===== src/rtl/kdr_pkg.sv =====
// Shared types and constants for the key debounce and repeat block.
package kdr_pkg;

  localparam int unsigned NumKeysDef = 16;
  localparam int unsigned LevelW     = 16;
  localparam int unsigned StampW     = 32;
  localparam int unsigned CfgW       = 16;
  localparam int unsigned CfgIdxW    = 2;
  localparam int unsigned KeyW       = 4;
  localparam int unsigned InDataW    = 48;
  localparam int unsigned OutDataW   = 8;

  localparam logic [StampW-1:0] IdleStamp = '1;

  localparam logic [CfgIdxW-1:0] CfgKeysInUse    = 2'd0;
  localparam logic [CfgIdxW-1:0] CfgDebounceTime = 2'd1;
  localparam logic [CfgIdxW-1:0] CfgRepeatPeriod = 2'd2;

  localparam logic [4:0]      KeysInUseRst    = 5'd16;
  localparam logic [CfgW-1:0] DebounceTimeRst = 16'd20;
  localparam logic [CfgW-1:0] RepeatPeriodRst = 16'd500;

  // Request to the shared timestamp adder: y = now - b or now + b.
  typedef struct packed {
    logic              sub;
    logic [StampW-1:0] b;
  } alu_req_t;

endpackage


===== src/rtl/key_debounce_repeat_select_top.sv =====
// Top level: scan sequencer for key debounce, active key selection and repeat.
// Flow: an accepted scan passes each key in use through the stamp memory, then
//   a decide step, and a due step when a repeat deadline is recomputed; events
//   then leave one per accepted output request. A new scan is taken only once
//   the previous scan has emitted its events and the sequencer is back in idle.
// Reset: stable levels clear, debounce stamps read idle, no active key,
//   registers return to 16 keys, 20 ms debounce and 500 ms repeat period.
module key_debounce_repeat_select_top #(
  parameter int unsigned KEY_SLOTS = kdr_pkg::NumKeysDef
) (
  input  logic                         clk_i,
  input  logic                         rst_ni,
  input  logic                         cfg_we_i,
  input  logic [kdr_pkg::CfgIdxW-1:0]  cfg_idx_i,
  input  logic [kdr_pkg::CfgW-1:0]     cfg_wdata_i,
  input  logic                         s_axis_tvalid,
  output logic                         s_axis_tready,
  // [15:0] key_levels, [47:16] now_time
  input  logic [kdr_pkg::InDataW-1:0]  s_axis_tdata,
  output logic                         m_axis_tvalid,
  input  logic                         m_axis_tready,
  // [3:0] event_key, [4] event_pressed, [7:5] zero
  output logic [kdr_pkg::OutDataW-1:0] m_axis_tdata,
  output logic                         m_axis_tlast
);

  localparam int unsigned IdxW = (KEY_SLOTS > 1) ? $clog2(KEY_SLOTS) : 1;
  localparam int unsigned CntW = $clog2(KEY_SLOTS + 1);
  localparam int unsigned CmpW = (CntW > 5) ? CntW : 5;
  localparam int unsigned SW   = kdr_pkg::StampW;

  localparam logic [2:0] S_IDLE   = 3'd0;
  localparam logic [2:0] S_KEY    = 3'd1;
  localparam logic [2:0] S_DECIDE = 3'd2;
  localparam logic [2:0] S_DUE    = 3'd3;
  localparam logic [2:0] S_EMIT   = 3'd4;

  logic [2:0] state_q, state_d;

  logic [4:0]              kiu_q;
  logic [kdr_pkg::CfgW-1:0] deb_q, per_q;

  logic [kdr_pkg::LevelW-1:0] lev_q;
  logic [SW-1:0]              now_q;
  logic [CntW-1:0]            cnt_q;
  logic [CntW-1:0]            key_q, key_d;
  logic [KEY_SLOTS-1:0]       stable_q, stable_d;
  logic                       found_q, found_d;
  logic [IdxW-1:0]            first_q, first_d;
  logic                       act_v_q, act_v_d;
  logic [IdxW-1:0]            act_idx_q, act_idx_d;
  logic [SW-1:0]              due_q, due_d;
  logic [1:0]                 ev_n_q, ev_n_d;
  logic                       pos_q, pos_d;
  logic [IdxW-1:0]            ev0_key_q, ev0_key_d, ev1_key_q, ev1_key_d;
  logic                       ev0_prs_q, ev0_prs_d, ev1_prs_q, ev1_prs_d;

  logic [CmpW-1:0] kiu_ext, nk_ext, cnt_full;
  logic [CntW-1:0] scan_cnt, key_nxt;
  logic [IdxW-1:0] key_idx;
  logic [kdr_pkg::LevelW-1:0] lev_sh;
  logic            raw, stable_cur, new_lvl, deb_ge, act_lvl;
  logic [SW-1:0]   rd_stamp, start, alu_y;
  logic            mem_we, mem_clr;
  kdr_pkg::alu_req_t alu_req;
  logic            in_acc, out_acc, out_last;
  logic [IdxW-1:0] out_key;
  logic            out_prs;

  // Config writes
  always_ff @(posedge clk_i or negedge rst_ni) begin
    if (!rst_ni) begin
      kiu_q <= kdr_pkg::KeysInUseRst;
      deb_q <= kdr_pkg::DebounceTimeRst;
      per_q <= kdr_pkg::RepeatPeriodRst;
    end else if (cfg_we_i) begin
      unique case (cfg_idx_i)
        kdr_pkg::CfgKeysInUse:    kiu_q <= cfg_wdata_i[4:0];
        kdr_pkg::CfgDebounceTime: deb_q <= cfg_wdata_i;
        kdr_pkg::CfgRepeatPeriod: per_q <= cfg_wdata_i;
        default: ;
      endcase
    end
  end

  assign kiu_ext  = CmpW'(kiu_q);
  assign nk_ext   = CmpW'(KEY_SLOTS);
  assign cnt_full = (kiu_ext > nk_ext) ? nk_ext : kiu_ext;
  assign scan_cnt = CntW'(cnt_full);

  assign in_acc  = s_axis_tvalid && s_axis_tready;
  assign out_acc = m_axis_tvalid && m_axis_tready;

  assign key_idx    = key_q[IdxW-1:0];
  assign key_nxt    = key_q + CntW'(1);
  // Keys beyond the input width shift out to level zero
  assign lev_sh     = lev_q >> key_q;
  assign raw        = lev_sh[0];
  assign stable_cur = stable_q[key_idx];
  assign start      = (rd_stamp == kdr_pkg::IdleStamp) ? now_q : rd_stamp;
  assign deb_ge     = (alu_y[SW-1:16] != '0) || (alu_y[15:0] >= deb_q);
  assign new_lvl    = (raw != stable_cur && deb_ge) ? raw : stable_cur;
  assign act_lvl    = stable_q[act_idx_q];

  always_comb begin
    alu_req.sub = 1'b1;
    alu_req.b   = start;
    unique case (state_q)
      S_DECIDE: alu_req.b = due_q;
      S_DUE: begin
        alu_req.sub = 1'b0;
        alu_req.b   = SW'(per_q);
      end
      default: ;
    endcase
  end

  kdr_alu u_alu (
    .a_i   (now_q),
    .req_i (alu_req),
    .y_o   (alu_y)
  );

  assign mem_we  = (state_q == S_KEY) && (raw != stable_cur) && !deb_ge;
  assign mem_clr = (state_q == S_KEY) && !mem_we;

  kdr_stamp_ram #(
    .Depth (KEY_SLOTS),
    .AddrW (IdxW)
  ) u_stamp_ram (
    .clk_i   (clk_i),
    .rst_ni  (rst_ni),
    .we_i    (mem_we),
    .clr_i   (mem_clr),
    .waddr_i (key_idx),
    .wdata_i (start),
    .raddr_i ((state_q == S_KEY) ? key_nxt[IdxW-1:0] : '0),
    .rdata_o (rd_stamp)
  );

  always_comb begin
    state_d   = state_q;
    key_d     = key_q;
    stable_d  = stable_q;
    found_d   = found_q;
    first_d   = first_q;
    act_v_d   = act_v_q;
    act_idx_d = act_idx_q;
    due_d     = due_q;
    ev_n_d    = ev_n_q;
    pos_d     = pos_q;
    ev0_key_d = ev0_key_q;
    ev0_prs_d = ev0_prs_q;
    ev1_key_d = ev1_key_q;
    ev1_prs_d = ev1_prs_q;
    unique case (state_q)
      S_IDLE: begin
        if (in_acc) begin
          key_d   = '0;
          found_d = 1'b0;
          state_d = (scan_cnt == '0) ? S_DECIDE : S_KEY;
        end
      end
      S_KEY: begin
        stable_d[key_idx] = new_lvl;
        if (new_lvl && !found_q) begin
          found_d = 1'b1;
          first_d = key_idx;
        end
        key_d = key_nxt;
        if (key_nxt == cnt_q) begin
          state_d = S_DECIDE;
        end
      end
      S_DECIDE: begin
        ev_n_d  = 2'd0;
        pos_d   = 1'b0;
        state_d = S_IDLE;
        if (!act_v_q) begin
          if (found_q) begin
            ev0_key_d = first_q;
            ev0_prs_d = 1'b1;
            ev_n_d    = 2'd1;
            act_v_d   = 1'b1;
            act_idx_d = first_q;
            state_d   = S_DUE;
          end
        end else if (!act_lvl) begin
          ev0_key_d = act_idx_q;
          ev0_prs_d = 1'b0;
          ev_n_d    = 2'd1;
          act_v_d   = 1'b0;
          state_d   = S_EMIT;
          if (found_q) begin
            ev1_key_d = first_q;
            ev1_prs_d = 1'b1;
            ev_n_d    = 2'd2;
            act_v_d   = 1'b1;
            act_idx_d = first_q;
            state_d   = S_DUE;
          end
        end else if (!alu_y[SW-1]) begin
          ev0_key_d = act_idx_q;
          ev0_prs_d = 1'b1;
          ev_n_d    = 2'd1;
          state_d   = S_DUE;
        end
      end
      S_DUE: begin
        due_d   = alu_y;
        state_d = S_EMIT;
      end
      S_EMIT: begin
        if (out_acc) begin
          pos_d = 1'b1;
          if (out_last) begin
            state_d = S_IDLE;
          end
        end
      end
      default: state_d = S_IDLE;
    endcase
  end

  always_ff @(posedge clk_i or negedge rst_ni) begin
    if (!rst_ni) begin
      state_q   <= S_IDLE;
      key_q     <= '0;
      stable_q  <= '0;
      found_q   <= 1'b0;
      act_v_q   <= 1'b0;
      act_idx_q <= '0;
      due_q     <= '0;
      ev_n_q    <= '0;
      pos_q     <= 1'b0;
    end else begin
      state_q   <= state_d;
      key_q     <= key_d;
      stable_q  <= stable_d;
      found_q   <= found_d;
      act_v_q   <= act_v_d;
      act_idx_q <= act_idx_d;
      due_q     <= due_d;
      ev_n_q    <= ev_n_d;
      pos_q     <= pos_d;
    end
  end

  // Scan payload and event payload need no reset
  always_ff @(posedge clk_i) begin
    if (in_acc) begin
      lev_q <= s_axis_tdata[15:0];
      now_q <= s_axis_tdata[47:16];
      cnt_q <= scan_cnt;
    end
    first_q   <= first_d;
    ev0_key_q <= ev0_key_d;
    ev0_prs_q <= ev0_prs_d;
    ev1_key_q <= ev1_key_d;
    ev1_prs_q <= ev1_prs_d;
  end

  assign out_key  = pos_q ? ev1_key_q : ev0_key_q;
  assign out_prs  = pos_q ? ev1_prs_q : ev0_prs_q;
  assign out_last = pos_q || (ev_n_q == 2'd1);

  assign s_axis_tready = (state_q == S_IDLE);
  assign m_axis_tvalid = (state_q == S_EMIT);
  assign m_axis_tdata  = {3'b000, out_prs, kdr_pkg::KeyW'(out_key)};
  assign m_axis_tlast  = out_last;

  a_no_overlap: assert property (@(posedge clk_i) disable iff (!rst_ni)
    !(s_axis_tready && m_axis_tvalid))
    else $error("input taken while events pending");

  a_busy_after_accept: assert property (@(posedge clk_i) disable iff (!rst_ni)
    in_acc |=> !s_axis_tready)
    else $error("ready right after accepting a scan");

  a_press_sets_active: assert property (@(posedge clk_i) disable iff (!rst_ni)
    (m_axis_tvalid && m_axis_tlast && m_axis_tdata[4]) |-> act_v_q)
    else $error("press event without active key");

  a_release_clears_active: assert property (@(posedge clk_i) disable iff (!rst_ni)
    (m_axis_tvalid && m_axis_tlast && !m_axis_tdata[4]) |-> !act_v_q)
    else $error("release event left key active");

  a_key_in_range: assert property (@(posedge clk_i) disable iff (!rst_ni)
    (state_q == S_KEY) |-> (key_q < cnt_q))
    else $error("key pass ran beyond keys in use");

endmodule


===== src/rtl/kdr_alu.sv =====
// Shared 32-bit timestamp adder/subtractor.
module kdr_alu (
  input  logic [kdr_pkg::StampW-1:0] a_i,
  input  kdr_pkg::alu_req_t          req_i,
  output logic [kdr_pkg::StampW-1:0] y_o
);

  assign y_o = req_i.sub ? (a_i - req_i.b) : (a_i + req_i.b);

endmodule


===== src/rtl/kdr_stamp_ram.sv =====
// Debounce start stamp memory with per-entry valid bits; invalid reads as idle.
module kdr_stamp_ram #(
  parameter int unsigned Depth = kdr_pkg::NumKeysDef,
  parameter int unsigned AddrW = 4
) (
  input  logic                       clk_i,
  input  logic                       rst_ni,
  input  logic                       we_i,
  input  logic                       clr_i,
  input  logic [AddrW-1:0]           waddr_i,
  input  logic [kdr_pkg::StampW-1:0] wdata_i,
  input  logic [AddrW-1:0]           raddr_i,
  output logic [kdr_pkg::StampW-1:0] rdata_o
);

  logic [kdr_pkg::StampW-1:0] mem [Depth];
  logic [Depth-1:0]           valid_q;
  logic [kdr_pkg::StampW-1:0] rdata_q;
  logic                       rvalid_q;

  always_ff @(posedge clk_i) begin
    if (we_i) begin
      mem[waddr_i] <= wdata_i;
    end
    rdata_q <= mem[raddr_i];
  end

  always_ff @(posedge clk_i or negedge rst_ni) begin
    if (!rst_ni) begin
      valid_q  <= '0;
      rvalid_q <= 1'b0;
    end else begin
      if (we_i) begin
        valid_q[waddr_i] <= 1'b1;
      end else if (clr_i) begin
        valid_q[waddr_i] <= 1'b0;
      end
      rvalid_q <= valid_q[raddr_i];
    end
  end

  assign rdata_o = rvalid_q ? rdata_q : kdr_pkg::IdleStamp;

endmodule


===== config.mk =====
export PLATFORM = sky130hd
export DESIGN_NAME = key_debounce_repeat_select_top
export DESIGN_NICKNAME = d
export VERILOG_FILES = /design/src/rtl/kdr_pkg.sv /design/src/rtl/key_debounce_repeat_select_top.sv /design/src/rtl/kdr_alu.sv /design/src/rtl/kdr_stamp_ram.sv
export SDC_FILE = /design/constraint.sdc
export NUM_CORES = 1
export LEC_CHECK = 0
export BUFFER_PORTS_ARGS = -buffer_cell sky130_fd_sc_hd__buf_4
export CORE_ASPECT_RATIO = 0.75
export CORE_UTILIZATION = 25
export DETAILED_ROUTE_END_ITERATION = 10
export REMOVE_ABC_BUFFERS = 1
export SLEW_MARGIN = 20
export SYNTH_ARGS = -nofsm -noshare
export SYNTH_HDL_FRONTEND = slang
export SYNTH_SLANG_ARGS = --single-unit

===== constraint.sdc =====
create_clock -name clk_i -period 8 [get_ports clk_i]
set_input_delay 2 -clock clk_i [delete_from_list [all_inputs] [get_ports clk_i]]
set_output_delay 2 -clock clk_i [all_outputs]
set_load 0.02 [all_outputs]

==> impl_metrics.env <==
export IMPL_met2_usage_pct=20.2
export IMPL_die_x_um=419
export IMPL_wl_mm=89.5
export IMPL_synthArstFlopShare_pct=16.3
export IMPL_leakagePower_nw=13.2
export IMPL_fmax_ghz=0.133
export IMPL_finalHoldViolCount=0
export IMPL_finalMaxSlewViolations=0
export IMPL_wl_per_cell_um=20.6
export IMPL_clockPowerShare_pct=22.9
export IMPL_synth_edf_count=578
export IMPL_min_path_type="register to register"
export IMPL_max_vdd_ir_drop_mv=0.203
export IMPL_grt_max_degree=73
export IMPL_cpMaxStageDelayCell="dfxtp_1"
export IMPL_crit_type="register to register"
export IMPL_initial_core_util_pct=25.3
export IMPL_fin_util_pct=29.6
export IMPL_cp_max_fo=32
export IMPL_dr_first_iter_drc_count=2120
export IMPL_die_h_um=315
export IMPL_grt_overflow_total=0
export IMPL_synth_seq_cells=729
export IMPL_yosysWarnings=0
export IMPL_ios=82
export IMPL_netlist_area_mm2=0.0327
export IMPL_cts_root_buf="clkbuf_16"
export IMPL_core_mm2=0.129
export IMPL_post_dp_hpwl_mm=61.7
export IMPL_maxCapViolations=0
export IMPL_p_int_mw=9.20
export IMPL_cellPowerDensity_mw_per_mm2=401
export IMPL_drive_gt1_share_pct=20.4
export IMPL_synth_top_area_share_pct=53.2
export IMPL_insertion_delay_ns=0.63
export IMPL_arrival_ns=7.79
export IMPL_start_kind="register"
export IMPL_antenna_found_initial=3
export IMPL_cts_clk_slew_worst_paths_ns=0.06
export IMPL_ys_seq_area_share_pct=64.3
export IMPL_grt_pass1_vias=20498
export IMPL_cts_buffers=77
export IMPL_die_area_mm2=0.132
export IMPL_syn_to_final_growth_pct=17.0
export IMPL_cts_path_max_buffers=3
export IMPL_met1_usage_pct=18.9
export IMPL_period_minus_slack_ns=7.49
export IMPL_grt_usage_pct=13.3
export IMPL_yosysTopAreaCell="edfxtp_1"
export IMPL_power_frac_seq_pct=34.4
export IMPL_p_switching_mw=6.10
export IMPL_worstSetupEndpointType="register"
export IMPL_cts_tree="done"
export IMPL_clock_sinks=729
export IMPL_relSlewSlack_pct=25.2
export IMPL_fin_crit_sh_pct=93.7
export IMPL_gp_congestion=0.856
export IMPL_grt_pass1_wl_mm=134
export IMPL_max_stage_delay_ns=0.51
export IMPL_crit_required_ns=8.30
export IMPL_yosys_top_cells_count="578 x edfxtp_1, 227 x a21oi_1, 190 x mux2_2"
export IMPL_tightest_slew_ns=1.12
export IMPL_switching_share_pct=39.9
export IMPL_grt_busiest_layer="met2"
export IMPL_tns_ns=0
export IMPL_yosys_most_used_dff="edfxtp_1"
export IMPL_rows=114
export IMPL_ys_types=77
export IMPL_port_buffers=78
export IMPL_syn_avg_cell_area_um2=13.2
export IMPL_finalNetCount=2676
export IMPL_synth_area_top_cells="edfxtp_1 53%, dfrtp_1 8.4%, mux2_2 6.6%"
export IMPL_finClkSkew_ns=0.0195
export IMPL_via_per_inst=4.83
export IMPL_dr_pass1_iters=5
export IMPL_grt_setup_unrepaired="false"
export IMPL_yosysMostFrequentCell="edfxtp_1"
export IMPL_setup_viol=0
export IMPL_outcome="complete, no violations"
export IMPL_antenna_left=0
export IMPL_pwr_share_comb_pct=42.7
export IMPL_drc_errors=0
export IMPL_netlist_instances=2466
export IMPL_vias=21025
export IMPL_cts_max_level=3
export IMPL_grt_util_met3_pct=2.93
per-layer routing:
| layer | vias to the layer above | wire length, µm |
|---|---|---|
| li1 | 9613 | - |
| met1 | 10587 | 40800 |
| met4 | 0 | 2450 |
| met2 | 701 | 40000 |
| met3 | 124 | 6290 |
| met5 | - | 0 |
metrics by stage:
stage	std cells	power (mW)	hold slack, ns	area [µm²]	setup slack, ns
after floorplan	2319	9.60	0.438	32100	-3.09
after global placement	4206	11.8	0.462	35700	0.343
after detailed placement	4206	11.8	0.459	35700	0.207
after CTS	4347	15.4	0.479	38100	0.177
after global routing	4353	16.2	0.493	38200	0.00128
final	4354	15.3	0.482	38200	0.507
power groups by stage:
stage	combinational, mW	clock, mW	sequential [mW]
finish	6.53	3.51	5.26
global route	7.14	3.73	5.31
CTS	6.52	3.58	5.26
detailed placement	6.49	0	5.33
global placement	6.47	0	5.32
floorplan	4.39	0	5.21
worst max-delay path: cells and delay by family (launching register included):
family / cells / cell delay, ns
simple gates: 12 / 3.25
compound gates: 8 / 1.86
buf+inv: 3 / 0.79
flops: 1 / 0.51
fa+ha+maj: 1 / 0.37
xor+xnor: 2 / 0.35
timing repair:
item / CTS / global route
buffers inserted: 0 / 6
resized for setup: 0 / 11
hold buffers: 0 / 0
hold endpoints to repair: 0 / 0
endpoints found under the setup margin: 0 / 530
registers in the layout, summed over array words and instances, names as in the netlist, 2 cells and up, named ones only:
signal	flops
u_stamp_ram.mem	512
kiu_ext	5
deb_q	16
first_q	4
cnt_q	5
per_q	16
ev0_key_q	4
u_stamp_ram.rdata_q	32
stable_q	16
ev_n_q	2
due_q	32
key_q	5
ev1_key_q	4
now_q	32
lev_q	16
act_idx_q	4
state_q	3
cell families after synthesis:
| logic type | Yosys count | synth area share, % |
|---|---|---|
| and+or+nand+nor | 508 | 7.69 |
| DFF | 729 | 64.3 |
| buffers and inverters | 190 | 2.26 |
| xor gates and xnor gates | 63 | 1.73 |
| AOI/OAI and AO/OA | 637 | 12.0 |
| other | 1 | 0.0115 |
| adders and majority gates | 54 | 2.09 |
| muxes | 284 | 9.97 |
layout by cell type, fill, tap and decap left out, types with 18 or more instances in the layout:
cell type and n:
o21a_1 22, buf_4 138, o21ai_0 134, a221oi_1 37, a21o_1 30, a21oi_1 225, nor2_1 68, and3_1 38
edfxtp_1 578, ha_1 52, mux2i_1 80, dfrtp_1 108, inv_1 39, o21ai_1 41, clkbuf_16 79, nand2b_1 27
o221ai_1 34, nand2_1 178, dfxtp_1 32, nand3_1 66, xor2_1 19, o31ai_1 34, nand4_1 23, mux2_2 190
nor3_1 18, xnor2_1 42
final timing paths:
check,startpoint,endpoint,slack [ns],cells after the start
min in group asynchronous,rst_ni,key_q[2]$_DFFE_PN0P_,1.45,1
hold reg to reg,ev_n_q[0]$_DFFE_PN0N_,ev_n_q[0]$_DFFE_PN0N_,0.48,2
hold / removal,ev_n_q[0]$_DFFE_PN0N_,ev_n_q[0]$_DFFE_PN0N_,0.48,2
setup reg to reg,u_stamp_ram.rdata_q[0]$_DFF_P_,u_stamp_ram.mem[10][22]$_DFFE_PP_,0.51,26
setup / recovery,u_stamp_ram.rdata_q[0]$_DFF_P_,u_stamp_ram.mem[10][22]$_DFFE_PP_,0.51,26
max in group asynchronous,rst_ni,state_q[0]$_DFFE_PN0P_,5.15,2
cell type report:
| class | count | area (µm²) |
|---|---|---|
| multi-input combinational | 1549 | 11200 |
| clock inverter | 41 | 340 |
| tap | 1740 | 2180 |
| clock buffer | 100 | 2110 |
| antenna | 1 | 2.50 |
| fill | 13080 | 91000 |
| timing repair buffer | 153 | 1260 |
| sequential | 729 | 21000 |
| inverter | 41 | 154 |
Power figures use the tool's default switching activity.
